<file path="src/rtl/kmnc_ram.sv">
// ============================================================================
// kmnc_ram: generic single-port-write, single-port-read RAM
// One write and one read per cycle; read data is registered.
// ============================================================================
`default_nettype none

module kmnc_ram #(
    parameter int WIDTH = 8,
    parameter int DEPTH = 16
) (
    input  wire logic                                         aclk,
    input  wire logic                                         we,
    input  wire logic [((DEPTH > 1) ? $clog2(DEPTH) : 1)-1:0] waddr,
    input  wire logic [WIDTH-1:0]                             wdata,
    input  wire logic [((DEPTH > 1) ? $clog2(DEPTH) : 1)-1:0] raddr,
    output logic      [WIDTH-1:0]                             rdata
);

    logic [WIDTH-1:0] mem [DEPTH];

    // Write port.
    always_ff @(posedge aclk) begin
        if (we) begin
            mem[waddr] <= wdata;
        end
    end

    // Registered read port.
    always_ff @(posedge aclk) begin
        rdata <= mem[raddr];
    end

endmodule

`default_nettype wire

</file>
<file path="config.mk">
export PLATFORM = sky130hd
export DESIGN_NAME = kmnc_ram
export DESIGN_NICKNAME = d
export VERILOG_FILES = /design/src/rtl/kmnc_ram.sv
export SDC_FILE = /design/constraint.sdc
export NUM_CORES = 1
export LEC_CHECK = 0
export BUFFER_PORTS_ARGS = -buffer_cell sky130_fd_sc_hd__buf_4
export CELL_PAD_IN_SITES_DETAIL_PLACEMENT = 1
export CELL_PAD_IN_SITES_GLOBAL_PLACEMENT = 1
export CORE_MARGIN = 1.5
export CORE_UTILIZATION = 48
export DETAILED_ROUTE_END_ITERATION = 16
export GPL_TIMING_DRIVEN = 0
export PLACE_DENSITY_LB_ADDON = 0.1
export RECOVER_POWER = 25
export SETUP_SLACK_MARGIN = 0.4
export SYNTH_ARGS = -nofsm -noshare
export SYNTH_HDL_FRONTEND = slang
export SYNTH_SLANG_ARGS = --single-unit
</file>
<file path="constraint.sdc">
create_clock -name aclk -period 2 [get_ports aclk]
set_input_delay 0.4 -clock aclk [delete_from_list [all_inputs] [get_ports aclk]]
set_output_delay 0.4 -clock aclk [all_outputs]
set_load 0.005 [all_outputs]
</file>
==> reports/qor.yml <==
floorplanning:
  fp.dieH_microns: 107
  die_x_microns: 107
  io_pins: 26
  initial_core_util_pct: 49.6
  core_area_sq_um: 10400
  row_count: 37
  dieArea_sq_um: 11400
setup_path:
  cp.arrival_ns: 1.73
  ff2ff_path_depth: 3
  rrSetupSlack_ns: 0.59
  r2r_start: "mem[8][4]$_DFFE_PP_"
  path_max_fanout: 8
  cp-startpoint: "waddr[2]"
  crit_type: "input port to flop"
  endpoint: "mem[2][5]$_DFFE_PP_"
  r2r_end: "rdata[4]$_DFF_P_"
  crit_required_ns: 2.15
  end_kind: "flop"
  startpoint_type: "input port"
cells_and_area:
  regArea_sq_um: 4000
  final_util_pct: 57.9
  nNetsFinal: 290
  multiInputGateArea_sq_um: 1070
  fillers: 903
  diodes: 0
  syn_to_final_growth_pct: 16.7
  drive_gt1_share_pct: 26.3
synth:
  ys_top_cells_by_area: "edfxtp_1 75%, mux4_2 7.9%, mux4_1 7.1%"
  yosysSeqAreaShare_pct: 77.8
  syn_inst: 229
  yosys-top-cells-count: "128 x edfxtp_1, 18 x mux4_2, 16 x a22oi_1"
  synth_top_area_cell: "edfxtp_1"
  synth.distinct_cells: 19
  synth_edf_count: 128
  syn_area_sq_um: 5150
  syn-num-nets: 247
  async_flop_share_pct: 0
  synth.avg_cell_area_sq_um: 22.5
  ys_ff_latch: 136
  yosysWarnings: 0
  yosysTopAreaCellShare_pct: 74.7
  synth_top_flop_cell: "edfxtp_1"
  synth.most_common_cell: "edfxtp_1"
sta:
  period_needed_ns: 1.58
  finalClockSkew_ns: 0.00507
  setup_viol: 0
  finalCritPeriodShare_pct: 78.9
  drv_slew: 0
  max-slew-margin-rel_pct: 25.0
  hold_viol: 0
  tightest_slew_ns: 1.12
  grt_setup_unrepaired: "yes"
  fmax_mhz: 634
  fin_hold_ws_ns: 0.234
grt:
  grt_antenna_before_repair: 0
  grt_first_pass_wirelength_microns: 15300
  overflow: 0
  grt_max_degree: 17
  grtUsageTotal_pct: 20.4
  grt_pass1_vias: 2443
place:
  hpwlAfterDp_microns: 6500
  portBuffers: 24
  place_congestion: 0.686
clock_tree:
  cts_hold_buf: 0
  numCtsBuffers: 17
  path_clk_slew_ns: 0.06
  clock_latency_ns: 0.52
  cts_tree: "yes"
  cts-root-buf: "clkbuf_8"
  clock-sinks: 136
  htree_levels: 4
  cts.path.max_buffers: 2
route:
  num_vias: 2364
  drt-met1-wl_microns: 4890
  first_iter_violations: 141
  firstDrtPassIters: 4
  ant_nets: 0
  met2_wirelength_microns: 4850
  met3_length_microns: 362
  post-route-drc-count: 0
  drt-total-wl_microns: 10300
  viasPerCell: 5.62
  wire_per_inst_microns: 24.6
  top_layer: "met4"
status:
  outcome: "finished, final reports clean"
power:
  internal_power_w: 0.00498
  pwr-share-seq_pct: 51.4
  switching_share_pct: 20.2
  net-switching-power_w: 0.00126
  peakVddDrop_uv: 440
  pwr-share-clk_pct: 43.5
  power_density_nw_per_um2: 1040
  combPwrFrac_pct: 5.1
  leakage_nw: 1.99
job:
  maxCapViolations: 0
worst_hold_path:
  hold_start: "wdata[0]"
  worstHoldPathType: "input port to flop"
## how the worst min path moves through the flow
stage,to,slack [ns],depth (start not counted)
floorplan,mem[0][0]$_DFFE_PP_,0.50,0
global placement,rdata[1]$_DFF_P_,0.66,3
detailed placement,rdata[3]$_DFF_P_,0.68,3
CTS,mem[14][6]$_DFFE_PP_,0.20,1
global route,mem[11][0]$_DFFE_PP_,0.23,1
finish,mem[8][0]$_DFFE_PP_,0.23,1
## state kept, by name (all words and copies together) (netlist names)
name	flops
rdata	8
mem	128
## metal layers
layer,GRT usage (%),vias up
met5,0,-
met4,8.00,0
met3,5.95,16
met2,29.8,57
met1,29.4,1232
li1,-,1059
## worst max-delay path, stage by stage
cell	delay [ns]
buf_4	0.12
or3b_2	0.54
nor2_1	0.66
## through the flow
| step | total power (W) | cell area, sq um | worst slack (ns) | std cells | setup TNS (ns) |
|---|---|---|---|---|---|
| after floorplan | 0.00342 | 5150 | 0.334 | 229 | 0 |
| after global placement | 0.00358 | 5500 | -0.273 | 389 | -5.84 |
| after detailed placement | 0.00359 | 5500 | -0.258 | 389 | -6.85 |
| after CTS | 0.00628 | 6030 | 0.397 | 421 | 0 |
| after global routing | 0.00641 | 6000 | 0.378 | 421 | 0 |
| final | 0.00624 | 6000 | 0.423 | 421 | 0 |
## logic make-up (layout without fill, tap and decap cells)
family                 after synthesis  count (layout)  share of synthesized area (%)
AND/OR/NAND/NOR                     35              35                           3.18
multiplexers                        32              32                           15.0
buffers and inverters               10              66                           1.68
flip-flops                         136             136                           77.8
AO/OA/AOI/OAI                       16              16                           2.33
## power groups by stage
stage               clock, W  combinational (W)  sequential, W
floorplan                  0           0.000162        0.00326
global placement           0           0.000319        0.00326
detailed placement         0           0.000330        0.00326
CTS                  0.00274           0.000331        0.00320
global route         0.00285           0.000347        0.00321
finish               0.00271           0.000319        0.00321
## what timing repair did
action	CTS	global route
endpoints found under the hold margin	0	0
resized for setup	2	1
buffers inserted	0	0
setup endpoints to repair	16	24
cloned	0	0
## cells in the final DEF, fill, tap and decap left out, drive strengths merged, types with 2 or more instances in the layout
cell	synthesis	layout
nand3b	2	2
clkdlybuf4s25	3	3
dfxtp	8	8
nor3	4	4
clkbuf	0	35
a22oi	16	16
mux4	32	32
buf	7	24
edfxtp	128	128
nor2	13	13
nand2b	2	2
nand2	9	9
clkinv	0	4
## final cells by class
type | count | share of cell area (%)
repair buffers | 24 | 2.56
multi-input cells | 83 | 17.9
plain buffers | 10 | 1.44
well taps | 136 | 2.83
clock inverters | 4 | 0.333
clock buffers | 28 | 8.25
flip-flops and latches | 136 | 66.7
No activity file was read; power rests on OpenSTA's default activity.
