===== src/rtl/kmnc_pkg.sv =====
// ============================================================================
// kmnc_pkg: shared definitions for the nearest-centroid classifier
// Sizes, field widths, codes and the small types that several files use.
// ============================================================================
`default_nettype none

package kmnc_pkg;

    // Table size.
    localparam int MAX_CLUSTERS = 16;
    localparam int MAX_DIMS     = 4;
    localparam int NUM_COORDS   = 4;

    // Field widths fixed by the interface.
    localparam int COORD_W    = 24;
    localparam int SLOT_W     = 4;
    localparam int OUT_IDX_W  = 4;
    localparam int DIST_W     = 64;
    localparam int CLUSTERS_W = 5;
    localparam int DIMS_W     = 3;

    // Configuration port.
    localparam int CFG_INDEX_W = 1;
    localparam int CFG_DATA_W  = 8;

    // Point scaling: a 24-bit coordinate times 100 fits in 31 bits.
    localparam int SCALE = 100;
    localparam int PT_W  = COORD_W + 7;
    localparam int SQ_W  = 2 * PT_W;

    // Derived counter and index widths.
    localparam int CIDX_W = (MAX_CLUSTERS > 1) ? $clog2(MAX_CLUSTERS) : 1;
    localparam int CNT_W  = $clog2(MAX_CLUSTERS + 1);
    localparam int DCNT_W = $clog2(MAX_DIMS + 1);
    localparam int PAIRS  = (MAX_DIMS + 1) / 2;

    // Center vector as stored in memory, one row per cluster.
    localparam int ROW_W = MAX_DIMS * COORD_W;

    typedef logic [COORD_W-1:0] coord_t;
    typedef logic [PT_W-1:0]    pt_t;
    typedef logic [SQ_W-1:0]    sq_t;
    typedef logic [DIST_W-1:0]  dist_t;
    typedef logic [CIDX_W-1:0]  cidx_t;
    typedef logic [CNT_W-1:0]   cnt_t;
    typedef logic [DCNT_W-1:0]  dcnt_t;
    typedef logic [ROW_W-1:0]   row_t;

    typedef pt_t [MAX_DIMS-1:0] point_t;

    // Action codes.
    localparam logic ACT_LOAD     = 1'b0;
    localparam logic ACT_CLASSIFY = 1'b1;

    // Configuration register indexes.
    localparam logic [CFG_INDEX_W-1:0] CFG_IDX_CLUSTERS = 1'b0;
    localparam logic [CFG_INDEX_W-1:0] CFG_IDX_DIMS     = 1'b1;

    // Marker that travels with each center through the distance pipeline.
    typedef struct packed {
        logic  valid;
        logic  last;
        cidx_t idx;
    } tag_t;

endpackage

`default_nettype wire


===== src/rtl/kmnc_argmin.sv =====
// ============================================================================
// kmnc_argmin: running minimum over centers
// Keeps the smallest distance seen so far and its index; a later center with
// an equal distance takes over. Flags the cycle after the last center.
// ============================================================================
`default_nettype none

module kmnc_argmin (
    input  wire logic             aclk,
    input  wire logic             aresetn,
    input  wire logic             start,
    input  wire kmnc_pkg::tag_t   tag_in,
    input  wire kmnc_pkg::dist_t  dist_in,
    output kmnc_pkg::dist_t       best_dist,
    output kmnc_pkg::cidx_t       best_idx,
    output logic                  done
);

    kmnc_pkg::dist_t best_dist_reg;
    kmnc_pkg::cidx_t best_idx_reg;
    logic            done_reg;

    // Minimum and index, restarted at all ones for each point.
    always_ff @(posedge aclk) begin
        if (start) begin
            best_dist_reg <= '1;
            best_idx_reg  <= '0;
        end else if (tag_in.valid && !(dist_in > best_dist_reg)) begin
            best_dist_reg <= dist_in;
            best_idx_reg  <= tag_in.idx;
        end
    end

    // Completion flag after the last center is folded in.
    always_ff @(posedge aclk) begin
        if (!aresetn) begin
            done_reg <= 1'b0;
        end else begin
            done_reg <= tag_in.valid && tag_in.last;
        end
    end

    assign best_dist = best_dist_reg;
    assign best_idx  = best_idx_reg;
    assign done      = done_reg;

endmodule

`default_nettype wire


===== config.mk =====
export PLATFORM = sky130hd
export DESIGN_NAME = kmnc_argmin
export DESIGN_NICKNAME = d
export VERILOG_FILES = /design/src/rtl/kmnc_pkg.sv /design/src/rtl/kmnc_argmin.sv
export SDC_FILE = /design/constraint.sdc
export NUM_CORES = 1
export LEC_CHECK = 0
export BUFFER_PORTS_ARGS = -buffer_cell sky130_fd_sc_hd__buf_2
export CAP_MARGIN = 10
export CORE_ASPECT_RATIO = 0.75
export CORE_MARGIN = 2
export CORE_UTILIZATION = 51
export CTS_CLUSTER_DIAMETER = 50
export DETAILED_ROUTE_END_ITERATION = 8
export GPL_TIMING_DRIVEN = 0
export PLACE_DENSITY = 0.88
export SYNTH_ARGS = -nofsm -noshare
export SYNTH_HDL_FRONTEND = slang
export SYNTH_SLANG_ARGS = --single-unit

===== constraint.sdc =====
create_clock -name aclk -period 3.6 [get_ports aclk]
set_clock_uncertainty 0.15 [all_clocks]
set_input_delay 0.72 -clock aclk [delete_from_list [all_inputs] [get_ports aclk]]
set_output_delay 0.72 -clock aclk [all_outputs]
set_load 0.005 [all_outputs]

==> metrics.md, run 1 <==
| Metric | Value |
|---|---|
| Number of flops mapped to enable cells by yosys | `0` |
| Clk buf depth | `2` |
| Mean Syn Cell Area | `9.01 um^2` |
| Post-synth net total | `607` |
| R2R depth | `10` |
| Tot GR Track Use | `0.254` |
| Max VDD drop | `0.000325 V` |
| Avg Vias per Cell | `5.61` |
| Max cap viols | `0` |
| CP Launch Point | `dist_in[46]` |
| Post-CTS setup buffer count | `0` |
| YS warnings | `0` |
| Layout Cells excl Fill | `731` |
| TNS Setup | `0 ns` |
| Area Growth Syn to Fin | `25.1%` |
| Reg2Reg Setup Slack | `0.27 ns` |
| Final net count | `758` |
| Worst-path fanout max | `10` |
| Clk sinks | `69` |
| Netlist Area Pre-Place | `4240 um^2` |
| Post-DP HPWL | `8.87 mm` |
| Initial DRC Count | `195` |
| Fmax | `0.294 GHz` |
| Vert. Die Dim | `82.9 um` |
| Worst min path class | `reg -> reg` |
| Final setup fails | `0` |
| Clk_lat worst skew | `0.36 ns` |
| Largest register FFs | `64` |
| Layout cell share with drive strength beyond 1 | `0.272` |
| Rows | `28` |
| Most used DFF post-synth | `dfxtp_1` |
| Post-synthesis register bit count | `69` |
| Final Hold Viols | `0` |
| Slew Limit Fails | `0` |
| DRC | `0` |
| Clock buffer count from CTS | `9` |
| CP Launch Type | `input port` |
| Setup WS post-layout | `0.197 ns` |
| Post-synthesis cell count | `470` |
| CTS Hold Bufs | `0` |
| DRT Wirelength | `11.3 mm` |
| Final period util | `0.945` |
| Reg clk slew, reported paths | `0.07 ns` |
| P_leak | `2.92 nW` |
| Min Hold Slack | `0.337 ns` |
| Core Region | `7990 um^2` |
| Largest net degree at the start of global routing | `12` |
| Diode count | `0` |
| Pwr Density | `404 nW/um^2` |
| IO buf count | `140` |
| Io pins | `142` |
| Die width | `109 um` |
| WP data arrival | `3.50 ns` |
| Worst Max-Slew Pin Slew | `0.670 ns` |
| Gp weighted congestion | `0.845` |
| Critical R2R Launch | `best_dist[58]` |
| Initial Utilization | `0.530` |
| Final min period | `3.40 ns` |
| Status | `completed` |
| Unrepaired setup endpoints after global routing | `no` |
| Critical Path End Type | `register` |
| Max-slew headroom | `0.550` |
| Die area | `9060 um^2` |
| Drt pass-1 iters | `5` |
| Required @ worst endpoint | `3.70 ns` |
| H-Tree Depth | `3` |
| Worst setup path endpoint | `best_dist[2]` |
| CTS tree | `built` |
| First-pass GRT wire length | `18.4 mm` |
| Commonest non-fill, non-tap cells in the layout | `146 x buf_2, 69 x dfxtp_1, 67 x inv_1` |
| Ys async rst share | `0` |
| Vias in the first global route | `4026` |
| Placed cell count | `715` |
| Commonest non-fill, non-tap cell in the layout | `buf_2` |
| Critical path class | `in -> reg` |
| Post-Place Worst Slack | `-0.867 ns` |
| Detail Route Antenna Nets | `0` |
| Remaining global-route overflow | `0` |
| Initial antenna violation count | `0` |
| R2r endpoint | `best_dist[2]` |
| Routed WL per cell | `15.5 um` |
| CTS Root Cell | `clkbuf_8` |
| Distinct cells, synth | `30` |
| Post-synthesis sequential area ratio | `0.326` |
| Routed vias | `4103` |
| Total power | `2.14 mW` |
==> cells in the mapped netlist, types with 6 or more instances <==
library cell  number  area (um^2)
nand4_1           14         87.6
nand3_1            6         30.0
clkbuf_1          22         82.6
dfxtp_1           69         1380
o21ai_0           12         60.1
buf_2              6         30.0
inv_1             67          251
o21a_1            64          480
nand2_1           17         63.8
ha_1              64          801
a21oi_1           28          140
nor2_1             6         22.5
a211o_1           64          561
==> how the worst min path moves through the flow <==
stage                             start            end  slack (ns)  cells after the start
final                     best_dist[44]  best_dist[44]        0.34                      1
after floorplan           best_dist[10]  best_dist[10]        0.33                      1
after global routing      best_dist[12]  best_dist[12]        0.36                      1
after CTS                 best_dist[54]  best_dist[54]        0.34                      1
after global placement     best_dist[8]   best_dist[8]        0.31                      1
after detailed placement  best_dist[54]  best_dist[54]        0.32                      1
==> kinds of logic after synthesis <==
group,count (synthesis),share of synthesized area
DFF,69,0.326
buffers and inverters,95,0.0859
AOI/OAI and AO/OA,185,0.325
adders and majority gates,64,0.189
and+or+nand+nor,57,0.0744
==> cell type report <==
class | count | area (um^2)
Clock buffer | 12 | 145
Buffer | 28 | 113
Tap cell | 105 | 131
Sequential cell | 69 | 1380
Clock inverter | 4 | 47.5
Multi-Input combinational cell | 306 | 2530
Fill cell | 664 | 2690
Inverter | 67 | 251
Timing Repair Buffer | 140 | 701
==> stage by stage <==
step | cell area (um^2) | utilization
2_1_floorplan | 4240 | -
3_3_place_gp | 5070 | 0.635
3_5_place_dp | 5070 | 0.635
4_1_cts | 5270 | 0.660
5_1_grt | 5300 | 0.663
6_report | 5300 | 0.663
==> layer usage <==
| layer | wire [um] | up-vias | track usage |
|---|---|---|---|
| met1 | 5110 | 1930 | 0.321 |
| met3 | 816 | 17 | 0.0714 |
| met5 | 0 | - | 0 |
| met2 | 5230 | 129 | 0.418 |
| met4 | 159 | 0 | 0.0794 |
| li1 | - | 2027 | - |
==> critical path, stage by stage <==
cell and delay (ns):
buf_2 0.11, ha_1 0.33, a21oi_1 0.16, nand2_1 0.07, a221o_1 0.34, o31a_1 0.34, nor4_4 0.65, nor2_4 0.20
buf_2 0.25, a211o_1 0.32
==> where the power goes <==
| part | leakage [nW] | total [mW] | switching [mW] | internal, mW |
|---|---|---|---|---|
| clock network | 0.0964 | 0.638 | 0.301 | 0.337 |
| registers | 0.574 | 0.910 | 0.0635 | 0.847 |
| logic | 2.25 | 0.593 | 0.306 | 0.287 |
==> timing repair <==
| item | 4_1_cts | 5_1_grt |
|---|---|---|
| resized for setup | 3 | 4 |
| pin swaps | 0 | 1 |
| endpoints found under the setup margin | 66 | 62 |
Note: power is estimated with default switching activity, not from simulation.
==> inputs of run 2 (changes only) <==
Settings changed: CORE_UTILIZATION 51 to 45, PLACE_DENSITY 0.88 to 0.8.
==> metrics.md, run 2 (synthesized netlist as in run 1, its figures left out) <==
| Metric | Value |
|---|---|
| Clk buf depth | `2 (unchanged)` |
| Routed WL per cell | `15.4 um (-0.32%)` |
| Routed vias | `4123 (+0.49%)` |
| Critical Path End Type | `register` |
| Vert. Die Dim | `88.0 um (+6.1%)` |
| Hold Path Cell Cnt | `1 (unchanged)` |
| Worst Hold End | `best_dist[45]` |
| Final period util | `0.947 (+0.00182)` |
| Io pins | `142 (unchanged)` |
| Hold Startpoint | `best_dist[45]` |
| CTS Hold Bufs | `0 (unchanged)` |
| Gp weighted congestion | `0.845 (about the same)` |
| Post-DP HPWL | `8.95 mm (+0.82%)` |
| Clock buffer count from CTS | `9 (unchanged)` |
| Reg2Reg Setup Slack | `0.29 ns (+0.02 ns)` |
| CTS tree | `built` |
| Area Growth Syn to Fin | `28.0%` |
| Initial antenna violation count | `0 (unchanged)` |
| CP Launch Type | `input port` |
| Max VDD drop | `0.000300 V (-7.5%)` |
| P_leak | `2.96 nW (+1.3%)` |
| Max-slew headroom | `0.520 (-0.0303)` |
| Clk sinks | `69 (unchanged)` |
| Detail Route Antenna Nets | `0 (unchanged)` |
| Final Hold Viols | `0 (unchanged)` |
| WP data arrival | `3.54 ns (+0.04 ns)` |
| R2R depth | `10 (unchanged)` |
| CP Launch Point | `dist_in[46]` |
| Pwr Density | `434 nW/um^2 (+7.4%)` |
| Core Region | `9080 um^2 (+14%)` |
| Initial Utilization | `0.466 (-0.0640)` |
| First-pass GRT wire length | `18.1 mm (-1.5%)` |
| Reg clk slew, reported paths | `0.05 ns (-0.02 ns)` |
| Rows | `30 (+7.1%)` |
| Required @ worst endpoint | `3.73 ns (+0.03 ns)` |
| Clk_lat worst skew | `0.33 ns (-0.03 ns)` |
| Final setup fails | `0 (unchanged)` |
| Flop pwr share | `0.387 (-0.038)` |
| Post-Place Worst Slack | `-0.877 ns (-0.0103 ns)` |
| Internal power | `1.67 mW (+13%)` |
| Clock power frac | `0.361 (+0.063)` |
| Die width | `116 um (+6.2%)` |
| H-Tree Depth | `3 (unchanged)` |
| Worst min path class | `reg -> reg` |
| Commonest non-fill, non-tap cells in the layout | `146 x buf_2, 69 x dfxtp_1, 67 x inv_1` |
| Max cap viols | `0 (unchanged)` |
| Critical path class | `in -> reg` |
| Switching part of the total power | `0.291 (-0.0219)` |
| Final core utilization | `0.597 (-0.0663)` |
| Largest register FFs | `64 (unchanged)` |
| Commonest non-fill, non-tap cell in the layout | `buf_2` |
| Unrepaired setup endpoints after global routing | `yes` |
| Layout cell share with drive strength beyond 1 | `0.274 (+0.00203)` |
| Worst Max-Slew Pin Slew | `0.714 ns (+0.0445 ns)` |
| R2r endpoint | `best_dist[12]` |
| Switching pwr | `0.685 mW (+2.2%)` |
| Final net count | `759 (+0.13%)` |
| Initial DRC Count | `160 (-18%)` |
| Setup WS post-layout | `0.191 ns (-0.00657 ns)` |
| Fmax | `0.293 GHz (-0.19%)` |
| Die area | `10200 um^2 (+13%)` |
| Combinational share of power | `0.252 (-0.025)` |
| CTS Root Cell | `clkbuf_16` |
| DRT Wirelength | `11.6 mm (+2.7%)` |
| Worst-path fanout max | `10 (unchanged)` |
| Tot GR Track Use | `0.224 (-0.0300)` |
| Drt pass-1 iters | `4 (-1)` |
| Diode count | `0 (unchanged)` |
| Largest net degree at the start of global routing | `11 (-1)` |
| IO buf count | `140 (unchanged)` |
| Vias in the first global route | `3887 (-3.5%)` |
| Status | `completed` |
| Avg Vias per Cell | `5.48 (-2.4%)` |
| Remaining global-route overflow | `0 (unchanged)` |
| DRC | `0 (unchanged)` |
| Slew Limit Fails | `0 (unchanged)` |
| Final min period | `3.41 ns (+0.00657 ns)` |
| Critical R2R Launch | `best_dist[55]` |
==> run 2: how the worst max path moves through the flow <==
stage,slack (ns),depth (start not counted),to
after floorplan,0.39,9,best_dist[0]
after global placement,-0.77,10,best_dist[49]
after global routing,-0.0005,10,best_dist[17]
after detailed placement,-0.88,10,best_dist[52]
final,0.19,10,best_dist[12]
after CTS,0.07,10,best_dist[52]
==> run 2: metal layers <==
metal / vias up / share of wire / global-route usage
met5: - / 0 / 0
met4: 0 / 0.016 / 0.0628
met3: 21 / 0.062 / 0.0574
met2: 138 / 0.46 / 0.382
met1: 1944 / 0.46 / 0.283
li1: 2020 / - / -
==> run 2: final cells by class <==
| cell class | count | area (um^2) |
|---|---|---|
| timing repair buffer | 140 | 701 |
| multi-input combinational | 307 | 2530 |
| fill | 828 | 3660 |
| clock buffer | 13 | 280 |
| tap | 128 | 160 |
| inverter | 67 | 251 |
| buffer | 28 | 113 |
| sequential | 69 | 1380 |
| clock inverter | 1 | 5.00 |
==> run 2: repair_timing <==
item	4_1_cts	5_1_grt
gates cloned	0	1
pin swaps	0	1
buffers inserted	0	0
setup endpoints to repair	68	68
resized for setup	4	2
==> run 2: power groups by stage <==
stage	combinational (mW)	clock (mW)	sequential [mW]
6_report	0.593	0.850	0.911
5_1_grt	0.671	0.899	0.919
4_1_cts	0.593	0.873	0.909
3_5_place_dp	0.586	0	0.925
3_3_place_gp	0.565	0	0.920
2_1_floorplan	0.351	0	0.925
==> run 2: stage by stage <==
| step | setup TNS [ns] | total power [mW] | cell area [um^2] | hold WS [ns] | std cells |
|---|---|---|---|---|---|
| global placement | -48.82 | 1.48 | 5100 | 0.315 | 738 |
| CTS | 0 | 2.38 | 5400 | 0.336 | 752 |
| floorplan | 0 | 1.28 | 4240 | 0.333 | 470 |
| finish | 0 | 2.35 | 5420 | 0.332 | 753 |
| detailed placement | -54.46 | 1.51 | 5100 | 0.323 | 738 |
| global route | -0.000453 | 2.49 | 5420 | 0.358 | 753 |
==> run 2: worst max-delay path: stages <==
cell	delay [ns]
buf_2	0.11
ha_1	0.32
nand4_1	0.21
nor2_1	0.08
a221o_1	0.31
o31a_1	0.37
nor4_2	0.69
clkbuf_1	0.43
o21a_1	0.20
a211o_1	0.09
==> inputs of run 3 (changes only) <==
Settings changed: RECOVER_POWER from default to 50, SETUP_SLACK_MARGIN from default to 0.4.
==> metrics.md, run 3 (synthesized netlist as in run 1, its figures left out) <==
| Metric | Value |
|---|---|
| Slowest CP cell | `o31a_1` |
| Max cap viols | `0 (unchanged)` |
| Final setup fails | `0 (unchanged)` |
| Combinational share of power | `0.248 (-0.004)` |
| Hold Path Cell Cnt | `1 (unchanged)` |
| Worst-path fanout max | `10 (unchanged)` |
| Drt pass-1 iters | `4 (unchanged)` |
| Reg2Reg Setup Slack | `0.60 ns (+0.31 ns)` |
| Fmax | `0.321 GHz (+9.5%)` |
| R2r endpoint | `best_dist[52]` |
| Avg Vias per Cell | `5.40 (-1.4%)` |
| Final Hold Viols | `0 (unchanged)` |
| Worst Hold End | `best_dist[48]` |
| Post-DP HPWL | `8.84 mm (-1.2%)` |
| Die area | `10200 um^2 (unchanged)` |
| Commonest non-fill, non-tap cells in the layout | `110 x buf_2, 69 x dfxtp_1, 67 x inv_1` |
| H-Tree Depth | `3 (unchanged)` |
| Detail Route Antenna Nets | `0 (unchanged)` |
| Io pins | `142 (unchanged)` |
| Tot GR Track Use | `0.236 (+0.0118)` |
| Clock buffer count from CTS | `9 (unchanged)` |
| CP Buf/Inv Count | `3 (+1)` |
| Largest stage delay, worst path | `0.32 ns (-0.37 ns)` |
| Flop pwr share | `0.363 (-0.024)` |
| Setup WS post-layout | `0.487 ns (+0.297 ns)` |
| Core Region | `9080 um^2 (unchanged)` |
| Critical path class | `in -> reg` |
| Min Hold Slack | `0.333 ns (+0.000736 ns)` |
| Slew Limit Fails | `0 (unchanged)` |
| Final period util | `0.865 (-0.0825)` |
| Reg clk slew, reported paths | `0.06 ns (about the same)` |
| CTS Hold Bufs | `0 (unchanged)` |
| Routed WL per cell | `15.5 um (+0.55%)` |
| P_leak | `3.03 nW (+2.4%)` |
| Routed vias | `4136 (+0.32%)` |
| Pwr Density | `444 nW/um^2 (+2.2%)` |
| Switching part of the total power | `0.287 (-0.00401)` |
| WP data arrival | `3.18 ns (-0.36 ns)` |
| Status | `completed` |
| Initial antenna violation count | `0 (unchanged)` |
| Worst Max-Slew Pin Slew | `0.503 ns (-0.211 ns)` |
| Unrepaired setup endpoints after global routing | `yes` |
| First-pass GRT wire length | `18.8 mm (+3.8%)` |
| Clk_lat worst skew | `0.34 ns (about the same)` |
| Final net count | `770 (+1.4%)` |
| Die width | `116 um (unchanged)` |
| Post-Place Worst Slack | `-0.804 ns (+0.0730 ns)` |
| Commonest non-fill, non-tap cell in the layout | `buf_2` |
| R2R depth | `11 (+1)` |
| Clk sinks | `69 (unchanged)` |
| Switching pwr | `0.720 mW (+5.2%)` |
| CP Launch Type | `input port` |
| Max-slew headroom | `0.665 (+0.145)` |
| Critical R2R Launch | `best_dist[39]` |
| Vias in the first global route | `4003 (+3.0%)` |
| Clock power frac | `0.389 (+0.028)` |
| Gp weighted congestion | `0.887 (+4.9%)` |
| Largest net degree at the start of global routing | `12 (+1)` |
| Internal power | `1.79 mW (+7.2%)` |
| Final min period | `3.11 ns (-0.297 ns)` |
| Initial Utilization | `0.466 (unchanged)` |
| Hold Startpoint | `best_dist[48]` |
| Remaining global-route overflow | `0 (unchanged)` |
| Rows | `30 (unchanged)` |
| Kind of cell adding the most delay to the critical path | `compound AO/OA/AOI/OAI gates` |
| CP Cell Sequence | `buf_2 -> ha_1 -> nand4_1 -> nor2_1 -> a221o_1 -> o31a_1 -> nor4_4 -> buf_4 -> nor2_4 -> clkbuf_4 -> a211o_1` |
| CTS tree | `built` |
| Max VDD drop | `0.000339 V (+13%)` |
| Initial DRC Count | `195 (+22%)` |
| Clk buf depth | `2 (unchanged)` |
| Critical Path End Type | `register` |
| Vert. Die Dim | `88.0 um (unchanged)` |
| Diode count | `0 (unchanged)` |
| Largest register FFs | `64 (unchanged)` |
| Area Growth Syn to Fin | `33.6%` |
| Worst min path class | `reg -> reg` |
| Required @ worst endpoint | `3.67 ns (-0.06 ns)` |
| IO buf count | `140 (unchanged)` |
| DRC | `0 (unchanged)` |
| CTS Root Cell | `clkbuf_16` |
| DRT Wirelength | `11.9 mm (+2.3%)` |
| Layout cell share with drive strength beyond 1 | `0.262 (-0.0118)` |
## run 3: cell count changes in the layout (fill, tap and decap cells not counted), moves of 3 or more
cell      delta
buf_2       -36
clkbuf_1    +27
buf_4       +12
clkbuf_2     +6
ha_1         -3
ha_4         +3
nor4_4       +3
## run 3: metal layers
layer  global-route usage  up-vias  part of all wire
li1                     -     2047                 -
met1                0.292     1937              0.45
met2                0.405      138              0.47
met3               0.0789       14             0.072
met4               0.0476        0             0.013
met5                    0        -                 0
## run 3: worst max-delay path by stage
stage / startpoint / slack [ns] / end / cells after the start
6_report: dist_in[46] / 0.49 / best_dist[52] / 11
5_1_grt: dist_in[37] / 0.38 / best_dist[52] / 11
4_1_cts: dist_in[58] / 0.40 / best_idx[2] / 11
3_5_place_dp: dist_in[55] / -0.80 / best_dist[2] / 10
3_3_place_gp: dist_in[58] / -0.73 / best_dist[58] / 9
2_1_floorplan: dist_in[46] / 0.50 / best_dist[0] / 9
## run 3: what timing repair did
| action | 4_1_cts | 5_1_grt |
|---|---|---|
| cloned | 1 | 0 |
| endpoints found under the hold margin | 0 | 0 |
| setup endpoints to repair | 68 | 68 |
| pin swaps | 6 | 9 |
| buffers inserted | 8 | 3 |
| resized for setup | 14 | 37 |
## run 3: area by class of cell
class,instances,area (um^2)
Buffer,28,138
Clock buffer,12,256
Clock inverter,4,70.1
Fill cell,776,3430
Inverter,67,251
Multi-Input combinational cell,307,2660
Sequential cell,69,1380
Tap cell,128,160
Timing Repair Buffer,151,739
## run 3: worst register-to-register path, stage by stage (launching register included)
cell and delay (ns):
dfxtp_1 0.35, inv_1 0.06, ha_1 0.31, a21oi_1 0.15, o21ai_1 0.11, a221o_1 0.33, o31a_1 0.32, nor4_4 0.32
buf_4 0.19, nor2_4 0.07, clkbuf_4 0.21, a211o_1 0.32
## run 3: through the flow
stage | std cells | TNS (ns) | cell area, um^2 | power (mW) | utilization
4_1_cts | 763 | 0 | 5580 | 2.51 | 0.614
2_1_floorplan | 470 | 0 | 4240 | 1.28 | -
3_5_place_dp | 738 | -50.31 | 5100 | 1.51 | 0.561
5_1_grt | 766 | 0 | 5660 | 2.65 | 0.623
3_3_place_gp | 738 | -46.34 | 5100 | 1.48 | 0.561
6_report | 766 | 0 | 5660 | 2.51 | 0.623
## run 3: power groups by stage
stage / clock network (mW) / registers, mW / logic (mW)
after floorplan: 0 / 0.925 / 0.351
after global placement: 0 / 0.919 / 0.563
after detailed placement: 0 / 0.925 / 0.584
after CTS: 0.996 / 0.908 / 0.607
after global routing: 1.03 / 0.920 / 0.698
final: 0.977 / 0.911 / 0.622
